--- config.mk ---
export PLATFORM = sky130hd
export DESIGN_NAME = sequence_loss_reorder_monitor
export DESIGN_NICKNAME = d
export VERILOG_FILES = /design/src/sv/slrm_pkg.sv /design/src/sv/slrm_front.sv /design/src/sv/slrm_queue.sv /design/src/sv/slrm_back.sv /design/src/sv/sequence_loss_reorder_monitor.sv
export SDC_FILE = /design/constraint.sdc
export NUM_CORES = 2
export LEC_CHECK = 0
export BUFFER_PORTS_ARGS = -buffer_cell sky130_fd_sc_hd__buf_2
export CAP_MARGIN = 20
export CORE_MARGIN = 2
export CORE_UTILIZATION = 50
export CTS_BUF_LIST = sky130_fd_sc_hd__clkbuf_4 sky130_fd_sc_hd__clkbuf_8
export DETAILED_ROUTE_END_ITERATION = 6
export PLACE_DENSITY = 0.76
export SLEW_MARGIN = 25
export SYNTH_ARGS = -nofsm -noshare
export SYNTH_HDL_FRONTEND = slang
export SYNTH_SLANG_ARGS = --single-unit
--- constraint.sdc ---
create_clock -name i_clk -period 28.2 [get_ports i_clk]
set_clock_uncertainty 0.2 [all_clocks]
set_input_delay 4.23 -clock i_clk [delete_from_list [all_inputs] [get_ports i_clk]]
set_output_delay 4.23 -clock i_clk [all_outputs]
set_load 0.02 [all_outputs]
--- src/sv/slrm_pkg.sv ---
// Package: shared types and constants of the sequence loss/reorder monitor.
package slrm_pkg;

    localparam int unsigned SEQ_W  = 32;
    localparam int unsigned TIME_W = 64;
    localparam int unsigned WARM_W = 16;
    localparam logic [WARM_W-1:0] WARMUP_RESET = 16'd1000;

    // Frame classes handed from front to back
    localparam logic [1:0] KIND_INORDER  = 2'd0;
    localparam logic [1:0] KIND_GAP      = 2'd1;
    localparam logic [1:0] KIND_REPEAT   = 2'd2;
    localparam logic [1:0] KIND_DISORDER = 2'd3;

    typedef struct packed {
        logic [1:0]        kind;
        logic [SEQ_W-1:0]  seq;
        logic [SEQ_W-1:0]  prev;
        logic [TIME_W-1:0] sender;
        logic [TIME_W-1:0] local_t;
    } t_job;

endpackage

--- src/sv/slrm_front.sv ---
// Front: warm-up, seeding, classification against the last sequence number.
module slrm_front (
    input  logic                      i_clk,
    input  logic                      i_rst_n,
    input  logic                      i_cfg_we,
    input  logic [15:0]               i_cfg_wdata,
    input  logic                      i_valid,
    output logic                      o_ready,
    input  logic [31:0]               i_seq,
    input  logic [63:0]               i_sender,
    input  logic [63:0]               i_local,
    output logic                      o_job_valid,
    input  logic                      i_job_ready,
    output slrm_pkg::t_job            o_job
);
    logic [15:0] r_warm_left;
    logic        r_await_seed;
    logic [31:0] r_prev_seq;
    logic [31:0] w_next;
    logic        w_acc;

    assign o_ready = i_job_ready || (r_warm_left != 16'd0) || r_await_seed;
    assign w_acc   = i_valid && o_ready;
    assign w_next  = r_prev_seq + 32'd1;

    assign o_job_valid = i_valid && (r_warm_left == 16'd0) && !r_await_seed;

    always_comb begin
        o_job.seq     = i_seq;
        o_job.prev    = r_prev_seq;
        o_job.sender  = i_sender;
        o_job.local_t = i_local;
        if (i_seq == w_next) begin
            o_job.kind = slrm_pkg::KIND_INORDER;
        end else if (i_seq > r_prev_seq) begin
            o_job.kind = slrm_pkg::KIND_GAP;
        end else if (i_seq == r_prev_seq) begin
            o_job.kind = slrm_pkg::KIND_REPEAT;
        end else begin
            o_job.kind = slrm_pkg::KIND_DISORDER;
        end
    end

    always_ff @(posedge i_clk) begin
        if (!i_rst_n) begin
            r_warm_left  <= slrm_pkg::WARMUP_RESET;
            r_await_seed <= 1'b1;
            r_prev_seq   <= '0;
        end else if (i_cfg_we) begin
            r_warm_left <= i_cfg_wdata;
        end else if (w_acc) begin
            if (r_warm_left != 16'd0) begin
                r_warm_left <= r_warm_left - 16'd1;
            end else begin
                r_await_seed <= 1'b0;
                r_prev_seq   <= i_seq;
            end
        end
    end
endmodule

--- src/sv/slrm_queue.sv ---
// Queue: small FIFO of classified frames between front and back.
module slrm_queue #(
    parameter int unsigned DEPTH = 2
) (
    input  logic           i_clk,
    input  logic           i_rst_n,
    input  logic           i_valid,
    output logic           o_ready,
    input  slrm_pkg::t_job i_job,
    output logic           o_valid,
    input  logic           i_ready,
    output slrm_pkg::t_job o_job
);
    localparam int unsigned AW = (DEPTH > 1) ? $clog2(DEPTH) : 1;
    slrm_pkg::t_job r_mem [DEPTH];
    logic [AW-1:0] r_wp, r_rp;
    logic [AW:0]   r_cnt;
    logic          w_push, w_pop;

    assign o_ready = (r_cnt != DEPTH[AW:0]);
    assign o_valid = (r_cnt != '0);
    assign o_job   = r_mem[r_rp];
    assign w_push  = i_valid && o_ready;
    assign w_pop   = o_valid && i_ready;

    always_ff @(posedge i_clk) begin
        if (w_push) begin
            r_mem[r_wp] <= i_job;
        end
    end

    always_ff @(posedge i_clk) begin
        if (!i_rst_n) begin
            r_wp  <= '0;
            r_rp  <= '0;
            r_cnt <= '0;
        end else begin
            if (w_push) begin
                r_wp <= (r_wp == AW'(DEPTH - 1)) ? '0 : r_wp + AW'(1);
            end
            if (w_pop) begin
                r_rp <= (r_rp == AW'(DEPTH - 1)) ? '0 : r_rp + AW'(1);
            end
            r_cnt <= r_cnt + (AW+1)'(w_push) - (AW+1)'(w_pop);
        end
    end
endmodule

--- src/sv/slrm_back.sv ---
// Back: missing-number store walk, counters and result register.
module slrm_back #(
    parameter int unsigned DEPTH = 64
) (
    input  logic           i_clk,
    input  logic           i_rst_n,
    input  logic           i_valid,
    output logic           o_ready,
    input  slrm_pkg::t_job i_job,
    output logic           o_valid,
    input  logic           i_ready,
    output logic [31:0]    o_seq,
    output logic [63:0]    o_arrival,
    output logic [63:0]    o_remote,
    output logic [63:0]    o_delay,
    output logic           o_jump,
    output logic [31:0]    o_gap,
    output logic           o_disorder,
    output logic           o_repeat,
    output logic [31:0]    o_loss,
    output logic [31:0]    o_dis_tot,
    output logic [31:0]    o_rep_tot,
    output logic [31:0]    o_frames
);
    localparam int unsigned IW = (DEPTH > 1) ? $clog2(DEPTH) : 1;
    localparam logic [1:0] ST_IDLE = 2'd0;
    localparam logic [1:0] ST_WALK = 2'd1;
    localparam logic [1:0] ST_DONE = 2'd2;

    logic [1:0]       r_state;
    slrm_pkg::t_job   r_job;
    logic [IW:0]      r_idx;
    logic [31:0]      r_next;
    logic [31:0]      r_loss, r_dis, r_rep, r_frm;
    logic [DEPTH-1:0] r_vld;
    logic [31:0]      r_rdata;
    logic [IW-1:0]    w_ra;
    logic             w_we;
    logic [31:0]      w_gap;
    logic [IW-1:0]    w_i;
    logic             r_ov;
    logic             w_walk_end;

    // Store with registered read; the read address runs one entry ahead of the walk index.
    logic [31:0] r_store [DEPTH];

    assign w_i     = r_idx[IW-1:0];
    assign w_ra    = ((r_state == ST_WALK) && (r_idx != (IW+1)'(DEPTH - 1)))
                     ? w_i + IW'(1) : '0;
    assign o_ready = (r_state == ST_IDLE) && (!r_ov || i_ready);
    assign w_gap   = r_job.seq - r_job.prev - 32'd1;
    assign w_we    = (r_state == ST_WALK) && (r_job.kind == slrm_pkg::KIND_GAP)
                     && !r_vld[w_i] && (r_next != r_job.seq);
    assign w_walk_end = (r_idx == (IW+1)'(DEPTH - 1))
                        || ((r_job.kind == slrm_pkg::KIND_GAP) && (r_next == r_job.seq))
                        || ((r_job.kind == slrm_pkg::KIND_GAP) && w_we
                            && (r_next + 32'd1 == r_job.seq));

    always_ff @(posedge i_clk) begin
        if (w_we) begin
            r_store[w_i] <= r_next;
        end
        r_rdata <= r_store[w_ra];
    end

    always_ff @(posedge i_clk) begin
        if (!i_rst_n) begin
            r_state <= ST_IDLE;
            r_ov    <= 1'b0;
            r_vld   <= '0;
            r_loss  <= '0;
            r_dis   <= '0;
            r_rep   <= '0;
            r_frm   <= '0;
        end else begin
            unique case (r_state)
                ST_IDLE: begin
                    if (i_valid && (!r_ov || i_ready)) begin
                        r_job  <= i_job;
                        r_idx  <= '0;
                        r_next <= i_job.prev + 32'd1;
                        r_frm  <= r_frm + 32'd1;
                        r_ov   <= 1'b0;
                        case (i_job.kind)
                            slrm_pkg::KIND_GAP: begin
                                r_loss  <= r_loss + (i_job.seq - i_job.prev - 32'd1);
                                r_state <= ST_WALK;
                            end
                            slrm_pkg::KIND_REPEAT: begin
                                r_rep   <= r_rep + 32'd1;
                                r_state <= ST_DONE;
                            end
                            slrm_pkg::KIND_DISORDER: begin
                                r_dis   <= r_dis + 32'd1;
                                r_state <= ST_WALK;
                            end
                            default: r_state <= ST_DONE;
                        endcase
                    end else if (i_ready) begin
                        r_ov <= 1'b0;
                    end
                end
                ST_WALK: begin
                    if (r_job.kind == slrm_pkg::KIND_GAP) begin
                        if (w_we) begin
                            r_vld[w_i] <= 1'b1;
                            r_next     <= r_next + 32'd1;
                        end
                    end else if (r_vld[w_i] && (r_rdata == r_job.seq)) begin
                        r_vld[w_i] <= 1'b0;
                        r_loss     <= r_loss - 32'd1;
                    end
                    r_idx <= r_idx + (IW+1)'(1);
                    if (w_walk_end) begin
                        r_state <= ST_DONE;
                    end
                end
                ST_DONE: begin
                    r_ov    <= 1'b1;
                    r_state <= ST_IDLE;
                end
                default: r_state <= ST_IDLE;
            endcase
        end
    end

    // Result register loaded in the finishing cycle
    always_ff @(posedge i_clk) begin
        if (r_state == ST_DONE) begin
            o_seq      <= r_job.seq;
            o_arrival  <= r_job.local_t;
            o_remote   <= r_job.sender;
            o_delay    <= r_job.local_t - r_job.sender;
            o_jump     <= (r_job.local_t < r_job.sender);
            o_gap      <= (r_job.kind == slrm_pkg::KIND_GAP) ? w_gap : 32'd0;
            o_disorder <= (r_job.kind == slrm_pkg::KIND_DISORDER);
            o_repeat   <= (r_job.kind == slrm_pkg::KIND_REPEAT);
            o_loss     <= r_loss;
            o_dis_tot  <= r_dis;
            o_rep_tot  <= r_rep;
            o_frames   <= r_frm;
        end
    end

    assign o_valid = r_ov;
endmodule

--- src/sv/sequence_loss_reorder_monitor.sv ---
// Top level: sequence loss, duplicate and reorder monitor.
//
//  channel   | dir | handshake          | payload
//  s_axis    | in  | tvalid/tready      | tdata: sequence_req, sender_time, local_time
//  m_axis    | out | tvalid/tready      | tdata: result fields (see port)
//  cfg       | in  | i_cfg_we           | warmup_frames
//
// Warm-up and seed frames are taken without waiting for the queue and give no result.
// The back part takes an in-order or repeat frame straight from IDLE to DONE; a gap
// frame walks 1 to MISSING_DEPTH store entries and a disorder frame all of them,
// one per cycle, before it reaches DONE.
// Reset is synchronous, active low; it clears all valid bits at once.
// A result waits in the output register; the back part takes the next frame
// as the result is taken, and the queue lets the front classify meanwhile.
module sequence_loss_reorder_monitor #(
    parameter int unsigned MISSING_DEPTH = 64
) (
    input  logic         i_clk,
    input  logic         i_rst_n,
    input  logic         i_cfg_we,
    input  logic [15:0]  i_cfg_wdata,
    input  logic         s_axis_tvalid,
    output logic         s_axis_tready,
    // sequence_req[31:0], sender_time[95:32], local_time[159:96]
    input  logic [159:0] s_axis_tdata,
    output logic         m_axis_tvalid,
    input  logic         m_axis_tready,
    // seq_out[31:0], arrival_time[95:32], remote_time[159:96], delay[223:160],
    // jump flag[224], gap_lost[256:225], is_disorder[257], is_repeat[258],
    // loss_total[290:259], disorder_total[322:291], repeat_total[354:323],
    // frames_total[386:355], zero fill to 391
    output logic [391:0] m_axis_tdata
);
    logic           w_fj_v, w_fj_r, w_qb_v, w_qb_r;
    slrm_pkg::t_job w_fj, w_qb;
    logic [31:0] w_seq, w_gap, w_loss, w_dis, w_rep, w_frm;
    logic [63:0] w_arr, w_rem, w_dly;
    logic        w_jump, w_isd, w_isr;

    slrm_front u_front (
        .i_clk, .i_rst_n, .i_cfg_we, .i_cfg_wdata,
        .i_valid(s_axis_tvalid), .o_ready(s_axis_tready),
        .i_seq(s_axis_tdata[31:0]), .i_sender(s_axis_tdata[95:32]),
        .i_local(s_axis_tdata[159:96]),
        .o_job_valid(w_fj_v), .i_job_ready(w_fj_r), .o_job(w_fj)
    );

    slrm_queue #(.DEPTH(2)) u_queue (
        .i_clk, .i_rst_n, .i_valid(w_fj_v), .o_ready(w_fj_r), .i_job(w_fj),
        .o_valid(w_qb_v), .i_ready(w_qb_r), .o_job(w_qb)
    );

    slrm_back #(.DEPTH(MISSING_DEPTH)) u_back (
        .i_clk, .i_rst_n, .i_valid(w_qb_v), .o_ready(w_qb_r), .i_job(w_qb),
        .o_valid(m_axis_tvalid), .i_ready(m_axis_tready),
        .o_seq(w_seq), .o_arrival(w_arr), .o_remote(w_rem), .o_delay(w_dly),
        .o_jump(w_jump), .o_gap(w_gap), .o_disorder(w_isd), .o_repeat(w_isr),
        .o_loss(w_loss), .o_dis_tot(w_dis), .o_rep_tot(w_rep), .o_frames(w_frm)
    );

    assign m_axis_tdata = {5'd0, w_frm, w_rep, w_dis, w_loss, w_isr, w_isd, w_gap,
                           w_jump, w_dly, w_rem, w_arr, w_seq};
endmodule

# Word-level counts from Yosys, hierarchy flattened
# Memory sizes are Yosys's and may differ from the RTL's. A register that Yosys moved wholly into a read port is not among the register bits.
# Cells that the tools add are included.
[word_totals]
regBits = 868
ramBits = 2436
in_bits = 181
word_cells = 175
mem_count = 2
[op_classes]
add_sub_neg = 20
n_lt_le_gt_ge = 4
eq_ne = 26
muxes = 40
n_bitwise = 5
n_reduce_logical = 46
[mem_list]
columns = ["name", "words", "word_bits", "read_ports", "rd_ports_with_merged_regs", "wr", "line_no", "source"]
rows = [
  ["u_back.r_store", 64, 32, 1, 1, 1, "slrm_back.sv:45", "logic [31:0] r_store [DEPTH];"],
  ["u_queue.r_mem", 2, 194, 1, 1, 1, "slrm_queue.sv:15", "slrm_pkg::t_job r_mem [DEPTH];"],
]
[ops]
columns = ["op", "count"]
rows = [
  ["32-bit 2-to-1 mux", 7],
  ["32-bit by 1-bit adder with 32-bit output, second input constant", 6],
  ["64-bit 2-to-1 mux", 3],
  ["32-bit == test", 5],
  ["32-bit case mux with 2 select lines", 2],
  ["32-bit by 1-bit subtractor with 32-bit output, second input constant", 3],
  ["64-bit bitwise AND", 1],
  ["64-bit less-than comparator", 1],
  ["64-bit NOT", 1],
  ["64-bit bitwise OR", 1],
  ["32-bit subtractor", 2],
  ["64-bit subtractor", 1],
  ["16-bit 2-to-1 mux", 3],
  ["32-bit adder", 1],
  ["32-bit greater-than comparator", 1],
  ["32-bit != test", 1],
  ["3-bit AND reduction", 6],
  ["1-bit logical AND", 16],
  ["16-bit logical NOT", 1],
  ["16-bit nonzero test", 1],
  ["16-bit by 1-bit subtractor with 16-bit output, second input constant", 1],
  ["7-bit case mux with 2 select lines", 1],
  ["1-bit 2-to-1 mux", 13],
  ["2-bit != test, second input constant", 6],
  ["28 further kinds", 57],
]

# Longest topological paths before layout
[logic_depth]
word_depth = 10
mapped_depth = 24
mapped_depth_nobuf = 17

# Modules after synthesis
# From an unflattened synthesis, not the netlist that was laid out.
[unflattened]
hier_cells = 8981
area_unflattened_um2 = 138051.2
[by_module_without_submodules]
columns = ["module", "n_inst", "cells_each", "area_per_inst_um2"]
rows = [
  ["slrm_back", 1, 7649, 117821.8],
  ["slrm_queue", 1, 633, 14931.8],
  ["slrm_front", 1, 690, 5233.8],
  ["sequence_loss_reorder_monitor", 1, 9, 63.8],
]

# Least setup slack after synthesis
# No wires, ideal clock.
[synth_timing]
kind = "register -> register"
from = "register u_back.r_state[0]"
to = "register u_back.o_arrival[0], enable pin"
setup_ns = 1.192
arrival_ns = 17.399
t_required_ns = 26.808
path_slack_ns = 9.410
stages_incl_launch_ff = 2
path_buffers = 0
synth_period_minus_slack_ns = 18.790
path_cell_list = "dfxtp_1 -> nor2b_1"
[synth_between]
elab_chain_len = 1
[synth_rtl]
columns = ["element", "line_no", "source"]
rows = [
  ["start, declared", "slrm_back.sv:30", "logic [1:0] r_state;"],
  ["start signal, assigned", "slrm_back.sv:68", "r_state <= ST_IDLE;"],
  ["start signal, assigned", "slrm_back.sv:87", "r_state <= ST_WALK;"],
  ["start signal, assigned", "slrm_back.sv:91", "r_state <= ST_DONE;"],
  ["2-bit == test", "slrm_back.sv:129", "if (r_state == ST_DONE) begin"],
  ["end signal, assigned", "slrm_back.sv:131", "o_arrival <= r_job.local_t;"],
  ["end, declared", "slrm_back.sv:13", "output logic [63:0] o_arrival,"],
]
# No other way between the ends.
# A chain may end at the register's enable or synchronous reset.

# Worst setup path in the final report
[layout_timing]
from = "register u_front.r_warm_left[2]"
to = "output s_axis_tready"
[layout_between]
elab_chain_len = 3
[layout_rtl]
columns = ["element", "line_no", "source"]
rows = [
  ["start, declared", "slrm_front.sv:16", "logic [15:0] r_warm_left;"],
  ["start signal, assigned", "slrm_front.sv:46", "r_warm_left <= slrm_pkg::WARMUP_RESET;"],
  ["start signal, assigned", "slrm_front.sv:50", "r_warm_left <= i_cfg_wdata;"],
  ["start signal, assigned", "slrm_front.sv:53", "r_warm_left <= r_warm_left - 16'd1;"],
  ["16-bit nonzero test", "slrm_front.sv:22", "assign o_ready = i_job_ready || (r_warm_left != 16'd0) || r_await_seed;"],
  ["1-bit logical OR (2 in a row)", "slrm_front.sv:22", ""],
  ["end, declared", "sequence_loss_reorder_monitor.sv:23", "output logic s_axis_tready,"],
]
# No other way between the ends.

==> results.py <==
metrics = {
    "worst_setup_path": {
        "critical_path.slowest_cell": "sky130_fd_sc_hd__or4_1",
        "crit_chain": "or4_1 > nor4_2 > nor3b_1 > and4b_1 > nand2_1 > buf_2",
        "cp-startpoint": "u_front.r_warm_left[2]",
        "crit-reg2reg-launch": "u_back.r_idx[2]",
        "timing.critical_path.required_ns": 23.77,
        "critPathBufInv": 1,
        "cp_data_arrival_time_ns": 3.23,
        "path_class": "reg2out",
        "cp_slowest_stage_delay_ns": 0.61,
        "timing.critical_path.from_type": "register",
        "path_delay_family": "simple AND/OR/NAND/NOR gates",
        "worst-path-max-fanout": 5,
        "critical_path.endpoint_type": "output pin",
    },
    "sta": {
        "final_min_period_over_clock_period_pct": 27.2,
        "max_slew_margin_pct": 22.5,
        "grt_setup_unrepaired": "false",
        "max_clock_freq_ghz": 0.131,
        "hold_viol_final": 0,
        "setup_tns_ns": 0,
        "worst-slew-pin-transition_ns": 1.15,
        "setup_failing_eps_final": 0,
        "final_period_minus_worst_setup_slack_ns": 7.66,
        "finalWorstSetupSlack_ns": 20.54,
        "whs_ns": 0.216,
        "finalMaxSlewViolations": 0,
    },
    "run_status": {
        "status": "complete, no violations",
    },
    "routing": {
        "first_pass_iters": 7,
        "drc_errors": 0,
        "vias": 84300,
        "detail_route.vias_per_cell": 6.24,
        "avgRoutedWirePerCell_um": 27.3,
        "finalWirelength_mm": 370,
        "drt_iter0_drc": 11400,
        "antenna_violation_net_count_after_detailed_routing": 0,
    },
    "floorplanning": {
        "dieArea_um2": 274000,
        "initial_utilization_pct": 50.3,
        "rows": 190,
        "core_um2": 268000,
        "fp.dieH_um": 524,
        "num_io_pins": 575,
        "dieWidth_um": 524,
    },
    "clock_tree": {
        "htree_levels": 6,
        "tritoncts": "yes",
        "cts_root_buffer": "sky130_fd_sc_hd__clkbuf_8",
        "post_cts_hold_buffer_count": 0,
        "cts-root-to-sink-buffers": 4,
        "cts_setup_buffers": 0,
        "cts_resized": 0,
        "clkTransAtPathRegs_ns": 0.06,
        "clk_latency_ns": 1.13,
        "clkSinkCount": 3337,
        "cts_inserted_buffers": 546,
    },
    "grt": {
        "grt_util_met2_pct": 40.9,
        "globalRoute.busiestLayer": "met2",
        "grt_antenna_before_repair": 33,
        "first_global_vias": 83200,
        "gr-usage-met1_pct": 34.4,
        "grt-ovfl-total": 0,
        "grt.total_usage_pct": 26.3,
        "maximum_number_of_pins_on_one_net_before_global_route_repair": 169,
        "grt_pass1_wl_mm": 534,
        "use_met3_pct": 7.02,
    },
    "synthesis": {
        "count_of_flip_flops_with_a_built_in_enable_after_synthesis": 3056,
        "syn_area_per_cell_um2": 15.4,
        "flops_latches_synth": 3337,
        "yosys_warnings": 0,
        "post_synth_num_cell_types": 91,
        "synth.cell_area_um2": 135000,
        "part_of_the_yosys_area_used_for_sequential_elements_pct": 72.2,
        "ys_async_sr_fraction_pct": 0,
        "ys_dominant_reg_cell": "sky130_fd_sc_hd__edfxtp_1",
        "netlist_instances": 8750,
    },
    "worst_hold_path": {
        "hold_path_class": "reg2reg",
        "worstHoldStart": "u_back.r_job[66]",
    },
    "placed_design": {
        "placed_area_um2": 142000,
        "placement.setup.worst_slack_ns": 19.82,
        "gp_routability_congestion": 0.930,
        "io_buffers": 569,
        "detailedPlacementHpwl_mm": 216,
    },
    "power_and_ir_drop": {
        "power.share.combinational_pct": 15.2,
        "power_per_cell_area_nw_per_um2": 77.6,
        "power.switching_fraction_pct": 27.4,
        "internal_power_mw": 8.61,
        "power.leakage_nw": 51.3,
        "p_switching_mw": 3.25,
        "worst_ir_drop_vdd_mv": 0.102,
        "power.clock.fraction_pct": 34.6,
        "share_seq_of_total_power_pct": 50.2,
    },
    "job": {
        "max_cap_violations": 0,
    },
    "final_layout": {
        "fin_nets": 9935,
        "final_core_utilization_pct": 57.0,
        "finish.instance_area_um2": 153000,
        "fillCellCount": 20100,
        "ff_latch_area_um2": 97400,
        "most_frequent_standard_cell_in_the_layout_excluding_fill_and_tap_cells": "sky130_fd_sc_hd__edfxtp_1",
        "area_taken_by_multi_input_logic_gates_um2": 35000,
        "area_growth_pct": 13.3,
        "drive_gt1_share_pct": 21.3,
        "commonest_cells_after_routing_fill_and_taps_aside": "sky130_fd_sc_hd__edfxtp_1 (3,056), sky130_fd_sc_hd__nand2_1 (609), sky130_fd_sc_hd__buf_2 (569), sky130_fd_sc_hd__clkbuf_8 (567), sky130_fd_sc_hd__o221ai_1 (471)",
    },
}
## power groups by stage
| stage | combinational (mW) | clock, mW | sequential, mW |
|---|---|---|---|
| 2_1_floorplan | 0.966 | 0 | 6.29 |
| 3_3_place_gp | 1.72 | 0 | 6.05 |
| 3_5_place_dp | 1.77 | 0 | 6.05 |
| 4_1_cts | 1.78 | 4.14 | 5.95 |
| 5_1_grt | 1.94 | 4.35 | 5.96 |
| 6_report | 1.81 | 4.10 | 5.96 |
## routing by layer
metal	vias up	part of all wire, %
met3	899	12
met2	5422	46
met4	20	5.1
met5	-	0.032
li1	35800	-
met1	42100	37
## metrics by stage
step / power, mW / cells
3_5_place_dp: 7.81 / 12600
2_1_floorplan: 7.26 / 8754
4_1_cts: 11.9 / 13500
6_report: 11.9 / 13500
5_1_grt: 12.3 / 13500
3_3_place_gp: 7.77 / 12600
## kinds of logic after synthesis
logic type	after synthesis	share of synthesized area, %
other	1	0.00278
adder cells (fa/ha/maj)	202	2.06
buffers and inverters	790	2.33
XOR/XNOR	390	2.53
multiplexers	470	5.84
flip-flops	3337	72.2
AND/OR/NAND/NOR	1863	6.42
AO/OA/AOI/OAI	1697	8.65
## synthesized netlist by cell type (8+ instances only)
cell type	instances	area, um^2
sky130_fd_sc_hd__nand4_1	66	413
sky130_fd_sc_hd__clkbuf_1	349	1310
sky130_fd_sc_hd__or3_1	31	194
sky130_fd_sc_hd__fa_1	34	681
sky130_fd_sc_hd__xor2_1	173	1520
sky130_fd_sc_hd__buf_4	12	90.1
sky130_fd_sc_hd__a211oi_1	98	736
sky130_fd_sc_hd__a21o_1	108	811
sky130_fd_sc_hd__a221oi_1	8	70.1
sky130_fd_sc_hd__and3_1	67	419
sky130_fd_sc_hd__o211ai_1	10	75.1
sky130_fd_sc_hd__inv_1	295	1110
sky130_fd_sc_hd__a21boi_0	9	67.6
sky130_fd_sc_hd__o21ai_0	213	1070
sky130_fd_sc_hd__nor3_1	79	395
sky130_fd_sc_hd__o221ai_1	471	4130
sky130_fd_sc_hd__mux4_2	239	5380
sky130_fd_sc_hd__a31oi_1	120	751
sky130_fd_sc_hd__o22ai_1	86	538
sky130_fd_sc_hd__o21bai_1	13	97.6
sky130_fd_sc_hd__dfxtp_1	281	5630
sky130_fd_sc_hd__nand2_1	614	2300
sky130_fd_sc_hd__nor2_1	463	1740
sky130_fd_sc_hd__ha_1	168	2100
sky130_fd_sc_hd__mux2i_1	79	791
sky130_fd_sc_hd__nand3_1	319	1600
sky130_fd_sc_hd__edfxtp_1	3056	91800
sky130_fd_sc_hd__xnor2_1	217	1900
sky130_fd_sc_hd__mux2_2	152	1710
sky130_fd_sc_hd__nand3b_1	13	97.6
sky130_fd_sc_hd__o31ai_1	9	67.6
sky130_fd_sc_hd__nor2b_1	29	181
sky130_fd_sc_hd__nor4_1	35	219
sky130_fd_sc_hd__a21oi_1	416	2080
sky130_fd_sc_hd__and2_1	40	250
sky130_fd_sc_hd__o21a_1	26	195
sky130_fd_sc_hd__or4_1	8	60.1
sky130_fd_sc_hd__nand2b_1	34	213
sky130_fd_sc_hd__buf_2	90	450
sky130_fd_sc_hd__or2_2	11	68.8
sky130_fd_sc_hd__buf_1	38	143
sky130_fd_sc_hd__a311oi_1	40	350
## worst register-to-register path: cells and delay by family (launching register included)
kind                      cells  cell delay, ns
xor gates and xnor gates      1            0.31
AOI/OAI and AO/OA             3            1.21
and+or+nand+nor               2            0.61
buffers and inverters         3            2.37
muxes                         1            0.61
DFF                           1            0.75
## sequential cells by signal (all words and copies together), names as in the netlist, 64 cells and up, named ones only
signal            flops
u_back.r_job        194
u_back.r_store     2048
u_back.o_delay       64
u_back.o_arrival     64
u_back.o_remote      64
u_queue.r_mem       388
## path summary, 6_finish.rpt
check / to / slack [ns] / cells past startpoint
hold / removal: u_back.o_remote[2] / 0.22 / 0
setup / recovery: s_axis_tready / 20.54 / 6
hold reg to reg: u_back.o_remote[2] / 0.22 / 0
setup reg to reg: u_back.r_rdata[18] / 22.00 / 10
## layout make-up
cell class                 count  share of cell area, %
sequential                  3337                   63.7
multi-input combinational   4627                   22.9
clock buffer                 758                   6.04
tap                         3552                   2.91
timing repair buffer         742                   2.86
clock inverter               176                  0.800
inverter                     298                  0.746
antenna                       27                 0.0442
No activity file was read; power rests on OpenSTA's default activity.
